[src/sv/segment_map_translator_top_macros.svh]
// Assertion macros for the segment map translator.
// Used by segment_map_translator_top; needs a clk and an arst_n in scope.
`ifndef SEGMENT_MAP_TRANSLATOR_TOP_MACROS_SVH
`define SEGMENT_MAP_TRANSLATOR_TOP_MACROS_SVH
`ifndef SYNTHESIS
// The consequent must hold in the same cycle as the antecedent.
`define SMT_ASSERT_NOW(lbl, ante, cons) \
	lbl: assert property (@(posedge clk) disable iff (!arst_n) (ante) |-> (cons)) \
		else $error("segment map translator check failed");
// The consequent must hold in the cycle after the antecedent.
`define SMT_ASSERT_NEXT(lbl, ante, cons) \
	lbl: assert property (@(posedge clk) disable iff (!arst_n) (ante) |=> (cons)) \
		else $error("segment map translator check failed");
`else
`define SMT_ASSERT_NOW(lbl, ante, cons)
`define SMT_ASSERT_NEXT(lbl, ante, cons)
`endif
`endif

[src/sv/smt_pkg.sv]
// Shared types and codes for the segment map translator.
// No dependencies; imported by smt_cell, segment_map_translator_top and the testbench.
package smt_pkg;

	localparam logic [2:0] OP_APPEND  = 3'd0;
	localparam logic [2:0] OP_REMOVE  = 3'd1;
	localparam logic [2:0] OP_LOOKUP  = 3'd2;
	localparam logic [2:0] OP_NEAREST = 3'd3;
	localparam logic [2:0] OP_SPLIT   = 3'd4;

	localparam logic [2:0] ST_OK      = 3'd0;
	localparam logic [2:0] ST_NOT_MAP = 3'd1;
	localparam logic [2:0] ST_FULL    = 3'd2;
	localparam logic [2:0] ST_ZERO_WR = 3'd3;
	localparam logic [2:0] ST_IGNORED = 3'd4;

	localparam logic [1:0] KIND_FILE  = 2'd0;
	localparam logic [1:0] KIND_ZERO  = 2'd2;
	localparam logic [1:0] KIND_RSVD  = 2'd3;

	typedef struct packed {
		logic [63:0] base;
		logic [63:0] size;
		logic [63:0] backing;
		logic [1:0]  kind;
	} seg_entry_t;

	typedef struct packed {
		logic        vld;
		logic        near;
		logic [63:0] addr;
		logic        found;
		logic [63:0] gap;
		seg_entry_t  ent;
	} search_tok_t;

	typedef struct packed {
		logic load;
		logic shift;
	} cell_ctl_t;

	typedef enum logic [2:0] {
		S_IDLE,
		S_LAUNCH,
		S_WAIT,
		S_CALC,
		S_OUT
	} seq_state_t;

endpackage

[src/sv/smt_cell.sv]
// One cell of the segment table: holds one entry and one stage of the search chain.
// Depends on smt_pkg.
module smt_cell import smt_pkg::*; #(
	parameter int IW       = 4,
	parameter int CELL_IDX = 0
) (
	input  logic          clk,
	input  logic          arst_n,
	input  cell_ctl_t     ctl,
	input  seg_entry_t    new_ent,
	input  seg_entry_t    nbr_ent,
	input  logic          active,
	output seg_entry_t    ent,
	input  search_tok_t   tok_in,
	input  logic [IW-1:0] idx_in,
	output search_tok_t   tok_out,
	output logic [IW-1:0] idx_out
);

	seg_entry_t    ent_q;
	search_tok_t   tok_s1;
	logic [IW-1:0] idx_s1;
	search_tok_t   tok_d;
	logic [IW-1:0] idx_d;
	logic [63:0]   rel;
	logic [63:0]   gap;
	logic          holds;
	logic          above;
	logic          take;

	always_ff @(posedge clk) begin
		if (ctl.load) begin
			ent_q <= new_ent;
		end else if (ctl.shift) begin
			ent_q <= nbr_ent;
		end
	end

	// The token walks upwards through the table, so a later take means a newer entry.
	always_comb begin
		rel   = tok_in.addr - ent_q.base;
		gap   = ent_q.base - tok_in.addr;
		holds = active && (tok_in.addr >= ent_q.base) && (rel < ent_q.size);
		above = active && (ent_q.base > tok_in.addr);
		take  = tok_in.near ? (above && (!tok_in.found || gap <= tok_in.gap)) : holds;
		tok_d = tok_in;
		idx_d = idx_in;
		if (take) begin
			tok_d.found = 1'b1;
			tok_d.gap   = gap;
			tok_d.ent   = ent_q;
			idx_d       = IW'(CELL_IDX);
		end
	end

	always_ff @(posedge clk or negedge arst_n) begin
		if (!arst_n) begin
			tok_s1 <= '0;
			idx_s1 <= '0;
		end else begin
			tok_s1 <= tok_d;
			idx_s1 <= idx_d;
		end
	end

	assign ent     = ent_q;
	assign tok_out = tok_s1;
	assign idx_out = idx_s1;

endmodule

[config.mk]
export PLATFORM = sky130hd
export DESIGN_NAME = smt_cell
export DESIGN_NICKNAME = d
export VERILOG_FILES = /design/src/sv/segment_map_translator_top_macros.svh /design/src/sv/smt_pkg.sv /design/src/sv/smt_cell.sv
export SDC_FILE = /design/constraint.sdc
export NUM_CORES = 1
export LEC_CHECK = 0
export ABC_AREA = 1
export BUFFER_PORTS_ARGS = -buffer_cell sky130_fd_sc_hd__buf_2
export CORE_AREA = 10 10 474 476
export CTS_BUF_LIST = sky130_fd_sc_hd__clkbuf_16
export DETAILED_ROUTE_END_ITERATION = 6
export DIE_AREA = 0 0 484 486
export PLACE_DENSITY = 0.32
export SLEW_MARGIN = 0
export SYNTH_ARGS = -nofsm -noshare
export SYNTH_HDL_FRONTEND = slang
export SYNTH_SLANG_ARGS = --single-unit
[constraint.sdc]
create_clock -name clk -period 6.85 [get_ports clk]
set_input_delay 0.685 -clock clk [delete_from_list [all_inputs] [get_ports clk]]
set_output_delay 0.685 -clock clk [all_outputs]
set_load 0.05 [all_outputs]
# Word level (Yosys, flattened, before mapping)
# Cells that the tools add are included.
[totals]
ff_bits = 523
inputBits = 722
word_cells = 32
[classes]
add_sub_neg = 2
order_cmp = 4
muxes = 5
n_reduce_logical = 7
[op_table]
columns = ["cell", "n"]
rows = [
  ["$mux W194", 2],
  ["$mux W259", 1],
  ["$sub A64 B64 Y64", 2],
  ["$ge A64 B64 Y1", 1],
  ["$gt A64 B64 Y1", 1],
  ["$le A64 B64 Y1", 1],
  ["$lt A64 B64 Y1", 1],
  ["$logic_and A1 B1 Y1", 4],
  ["$mux W4", 1],
  ["$reduce_bool A2 Y1", 1],
  ["$logic_not A1 Y1", 1],
  ["$logic_or A1 B1 Y1", 1],
  ["$mux W1", 1],
]

# Logic depth before layout (Yosys ltp)
# Gate-level depths: netlist of run 1.
[depth]
ltp_word = 6
ltp_mapped = 32
depth_no_buf = 29

# Least setup slack after synthesis of run 1
# No wires, ideal clock.
[synth_timing]
path_kind = "flip-flop to flip-flop"
from = "register ent_q (netlist bit ent[132])"
to = "register tok_s1 (netlist bit tok_out[149])"
arrival_time_ps = 4140
required_time_ps = 6784
path_slack_ps = 2644
path_stages_with_launch = 28
synth_period_minus_slack_ps = 4206
cell_sequence = "edfxtp_1 -> inv_1 -> ha_1 -> buf_2 -> nand2_1 -> o21ai_0 -> inv_1 -> o21bai_1 -> nand2_1 -> nand2_1 -> nand2_1 -> nand2_1 -> nand2_1 -> nand2_1 -> xor2_1 -> inv_1 -> ha_1 -> nand2_1 -> nor2_1 -> nand4_1 -> nor3_1 -> and3_1 -> a21oi_1 -> nand3_2 -> clkbuf_1 -> buf_2 -> nand3_1 -> nand2_1"
[synth_rtl]
columns = ["element", "line_no", "text"]
rows = [
  ["start: declaration", "smt_cell.sv:20", "seg_entry_t ent_q;"],
  ["start signal: assignment", "smt_cell.sv:33", "ent_q <= new_ent;"],
  ["start signal: assignment", "smt_cell.sv:35", "ent_q <= nbr_ent;"],
  ["end signal: assignment", "smt_cell.sv:61", "tok_s1 <= tok_d;"],
  ["end: declaration", "smt_cell.sv:21", "search_tok_t tok_s1;"],
]

==> reports/summary.txt, run 1 <==
Most used DFF post-synth: dfrtp_1
Finish-stage setup viols: 0
Top cell type's share of synthesized area: 25.1%
Final layout net count: 6,522
Run status: finished, final reports clean
H-tree levels: 3
Vias in the first global route: 35,600
DR iter-0 viols: 1,997
Mapped Avg Cell Area: 7.60 sq um
Seq/Total Area, Yosys: 42.8%
Top cells by area, synth: dfrtp_1 25%, nand2_1 19%, edfxtp_1 18%, ha_1 9.7%, inv_1 5.7%
CTS buffer count: 73
IO Pins: 1,245
Async SR Flop Fraction: 62.9%
Post-synth cell types: 46
DRC: 0
Min Tclk post-route: 6.38 ns
Area grow syn2layout: 37.0%
Internal power: 7.38 mW
Grt ovf: 0
Cell area after layout: 0.0449 sq mm
Crit path kind: reg2reg
Critical Path AT: 6.95 ns
Crit path max fanout: 44
Most frequent cell after synthesis: nand2_1
Final setup TNS: 0 ns
Full die area: 0.235 sq mm
Switching Share: 46.8%
Final hold violation count: 0
Die W: 484 um
Clock Tree Root: clkbuf_16
#FFs+latches synth: 523
Pwr Total: 13.9 mW
Setup ws final: 0.466 ns
Gr usage total: 19.0%
Syn. warnings: 0
Final Wtd Congestion: 0.911
Cell area after placement: 0.0425 sq mm
Clock power share: 28.2%
Rows: 171
Fmax: 157 MHz
Wirelength per Cell: 27.6 um
EDFF count, synth: 194
CTS tree: done
Final ANT Viol Nets: 0
Hold crit path type: in2reg
WP data required: 7.42 ns
Detailed Place HPWL: 202,000 um
Router iterations before antenna repair: 5
Layout cells sized above 1: 26.3%
Max-slew violations: 0
Cells after Synth: 4,320
# fillers: 24,800
Vias per cell: 4.00
Initial antenna violation count: 74
Synth area leader: dfrtp_1
Final period util: 93.2%
VDD IR max: 0.190 mV
Vias: 33,900
Hold Slack: 0.113 ns
Combinational fraction of design power: 42.4%
Worst slew pin tran: 0.994 ns
Syn nets: 5,299
Net switching power: 6.50 mW
Worst-Skew Late Latency: 0.72 ns
Worst setup SP type: flip-flop
First-pass GRT wire length: 312,000 um
Routed WL: 234,000 um
Pleak: 23.7 nW
CTS Buffer Depth: 3
Endpoint class of the critical path: flip-flop
Die Y-Extent: 486 um
Core footprint: 0.216 sq mm
Pre-CTS setup slack: 0.0991 ns
Setup Buffers After CTS: 0
Maximum capacitance violations: 0
Sequential power share: 29.5%
Most frequent cells after synthesis: 1,648 x nand2_1, 502 x inv_1, 329 x dfrtp_1, 315 x nand3_1, 255 x ha_1
CTS Sinks: 523
PwrDens: 309 mW/mm^2
PortBufs: 1,244
Clock Pin Slew Worst Setup and Hold Paths: 0.06 ns
Netlist Area Pre-Place: 0.0328 sq mm
Largest net degree at the start of global routing: 126
Starting density of the core: 15.2%
RSZ-0062 raised after global routing: false
Final setup skew: 0.0507 ns
Slew headroom: 33.7%
## stage by stage
stage	util [%]	std cells
2_1_floorplan	-	4320
3_3_place_gp	19.7	8321
3_5_place_dp	19.7	8321
4_1_cts	20.8	8456
5_1_grt	20.8	8463
6_report	20.8	8468
## worst max-delay path: stages, from the launching register on
cell and delay, ns:
edfxtp_1 0.66, inv_1 0.10, ha_1 0.52, nand2_1 0.16, inv_2 0.08, nand2_1 0.12
nor2_1 0.40, inv_1 0.14, nor2_1 0.16, inv_1 0.09, nor3_1 0.49, o21ai_0 0.44
nand4_1 0.26, xor2_1 0.34, inv_1 0.09, ha_1 0.28, nand2_1 0.05, nor2_1 0.11
inv_1 0.05, nor3_1 0.36, and3_1 0.22, a21oi_1 0.09, nand3_4 0.20, nand2_8 0.17
buf_12 0.22, buf_12 0.22, nand2_1 0.07, nand2_1 0.06
## power by group through the flow
stage,combinational [mW],clock (mW),sequential (mW)
final,5.88,3.91,4.09
after global routing,6.34,4.18,4.15
after CTS,5.99,4.07,4.13
after detailed placement,5.97,0,4.18
after global placement,5.97,0,4.19
after floorplan,2.04,0,5.47
## layout by cell type, fill, tap and decap left out, types with 12 or more instances in the layout
cell / n
inv_2: 25
nand2_1: 1648
buf_2: 1242
inv_1: 517
a21o_1: 23
edfxtp_1: 194
nand3_1: 315
o21a_1: 18
buf_4: 55
o21bai_1: 33
clkinv_1: 15
ha_1: 255
o21ai_0: 103
dfrtp_1: 329
a21oi_1: 241
xor2_1: 99
nor2_1: 244
nor3_1: 20
o211ai_1: 17
nand4_1: 19
diode_2: 12
buf_12: 16
clkbuf_16: 75
## area by class of cell
cell class	instances	area, sq um	area share [%]
diodes	12	30.0	0.0668
clock inverters	59	524	1.17
well taps	2854	3570	7.95
inverters	526	1980	4.41
multi-input cells	3103	15900	35.4
clock buffers	75	1880	4.18
flip-flops and latches	523	14100	31.3
repair buffers	1316	6990	15.6
## sequential cells by signal (all words and copies together) (netlist names)
register  cells
ent         194
idx_out       4
tok_out     325
## path summary, 6_finish.rpt
| kind | depth (start not counted) | slack [ns] | startpoint | end |
|---|---|---|---|---|
| worst max-delay path | 27 | 0.47 | ent[159] | tok_out[248] |
| worst min-delay path | 1 | 0.11 | tok_in[297] | tok_out[297] |
| worst max register to register | 27 | 0.47 | ent[159] | tok_out[248] |
| worst min register to register | 2 | 0.47 | ent[5] | tok_out[5] |
| max in group asynchronous | 3 | 4.92 | arst_n | tok_out[53] |
| min in group asynchronous | 2 | 0.57 | arst_n | tok_out[309] |
## repair_timing
| item | CTS | global route |
|---|---|---|
| setup endpoints to repair | 0 | 4 |
| endpoints found under the hold margin | 61 | 0 |
| gates resized for setup | 0 | 1 |
| hold buffers | 1 | 0 |
## layer usage
metal | up-vias | global-route usage (%) | part of all wire, %
met2 | 1177 | 33.6 | 49
met1 | 16200 | 23.5 | 43
li1 | 16200 | - | -
met3 | 257 | 4.23 | 5.4
met5 | - | 0 | 0.11
met4 | 38 | 4.35 | 2.6
## logic make-up (layout without fill, tap and decap cells)
logic type / Yosys count / in the layout / share of synthesized area (%)
AOI/OAI and AO/OA: 452 / 452 / 7.71
xor gates and xnor gates: 106 / 106 / 2.83
adders and majority gates: 257 / 257 / 9.85
buffers and inverters: 694 / 1976 / 8.74
DFF: 523 / 523 / 42.8
other: 0 / 12 / 0
and+or+nand+nor: 2288 / 2288 / 28.0
(Power assumes the default switching activity.)
==> run 2: changes to the inputs <==
- CTS_BUF_LIST: sky130_fd_sc_hd__clkbuf_16 -> sky130_fd_sc_hd__clkbuf_2
==> run 2 against run 1 <==
Compared with the run above: the flow now stops in clock tree synthesis; synthesized area unchanged; synthesized cell count unchanged.
==> reports/summary.txt, run 2 <==
Top cell type's share of synthesized area: 25.1%
PortBufs: 1,244
Most frequent cell after synthesis: nand2_1
Mapped Avg Cell Area: 7.60 sq um
CTS buffer count: 168
Post-Synth Simple-Gate Area: 28.0%
Main combinational cell family by area after synthesis: simple AND/OR/NAND/NOR gates
Multiplexer share of the synthesized area: 0%
Most frequent cells after synthesis: 1,648 x nand2_1, 502 x inv_1, 329 x dfrtp_1, 315 x nand3_1, 255 x ha_1
Die W: 484 um
Most used DFF post-synth: dfrtp_1
CTS Buffer Depth: 3
Seq/Total Area, Yosys: 42.8%
Cells after DPL: 8,321
Clock Tree Root: clkbuf_2
Failed at: clock tree synthesis
Syn. warnings: 0
Detailed Place HPWL: 202,000 um
Synth Area in Adders: 9.85%
Hold buffer count at CTS: 1,727
#FFs+latches synth: 523
XOR/XNOR share of the synthesized area: 2.83%
IO Pins: 1,245
Top cells by area, synth: dfrtp_1 25%, nand2_1 19%, edfxtp_1 18%, ha_1 9.7%, inv_1 5.7%
Async SR Flop Fraction: 62.9%
Starting density of the core: 15.2%
Final Wtd Congestion: 0.911
Run status: aborted with a tool error
PostCTS Resize Cnt: 0
Die Y-Extent: 486 um
EDFF count, synth: 194
Netlist Area Pre-Place: 0.0328 sq mm
Cell area after placement: 0.0425 sq mm
H-tree levels: 4
Err: [ERROR RSZ-0060] Max buffer count reached.
Synth area leader: dfrtp_1
CTS Sinks: 523
Rows: 171
Syn nets: 5,299
Post-synth cell types: 46
Cells after Synth: 4,320
Setup Buffers After CTS: 0
Synth Area in Compound Gates: 7.71%
[run 2: logic make-up after synthesis]
logic type      after synthesis
flops                       523
xor+xnor                    106
compound gates              452
simple gates               2288
buf+inv                     694
fa+ha+maj                   257
[run 2: through the flow]
| stage | hold slack, ns | setup slack (ns) |
|---|---|---|
| 3_5_place_dp | 0.457 | 0.0991 |
| 3_3_place_gp | 0.458 | 0.00939 |
| 2_1_floorplan | 0.389 | 2.64 |
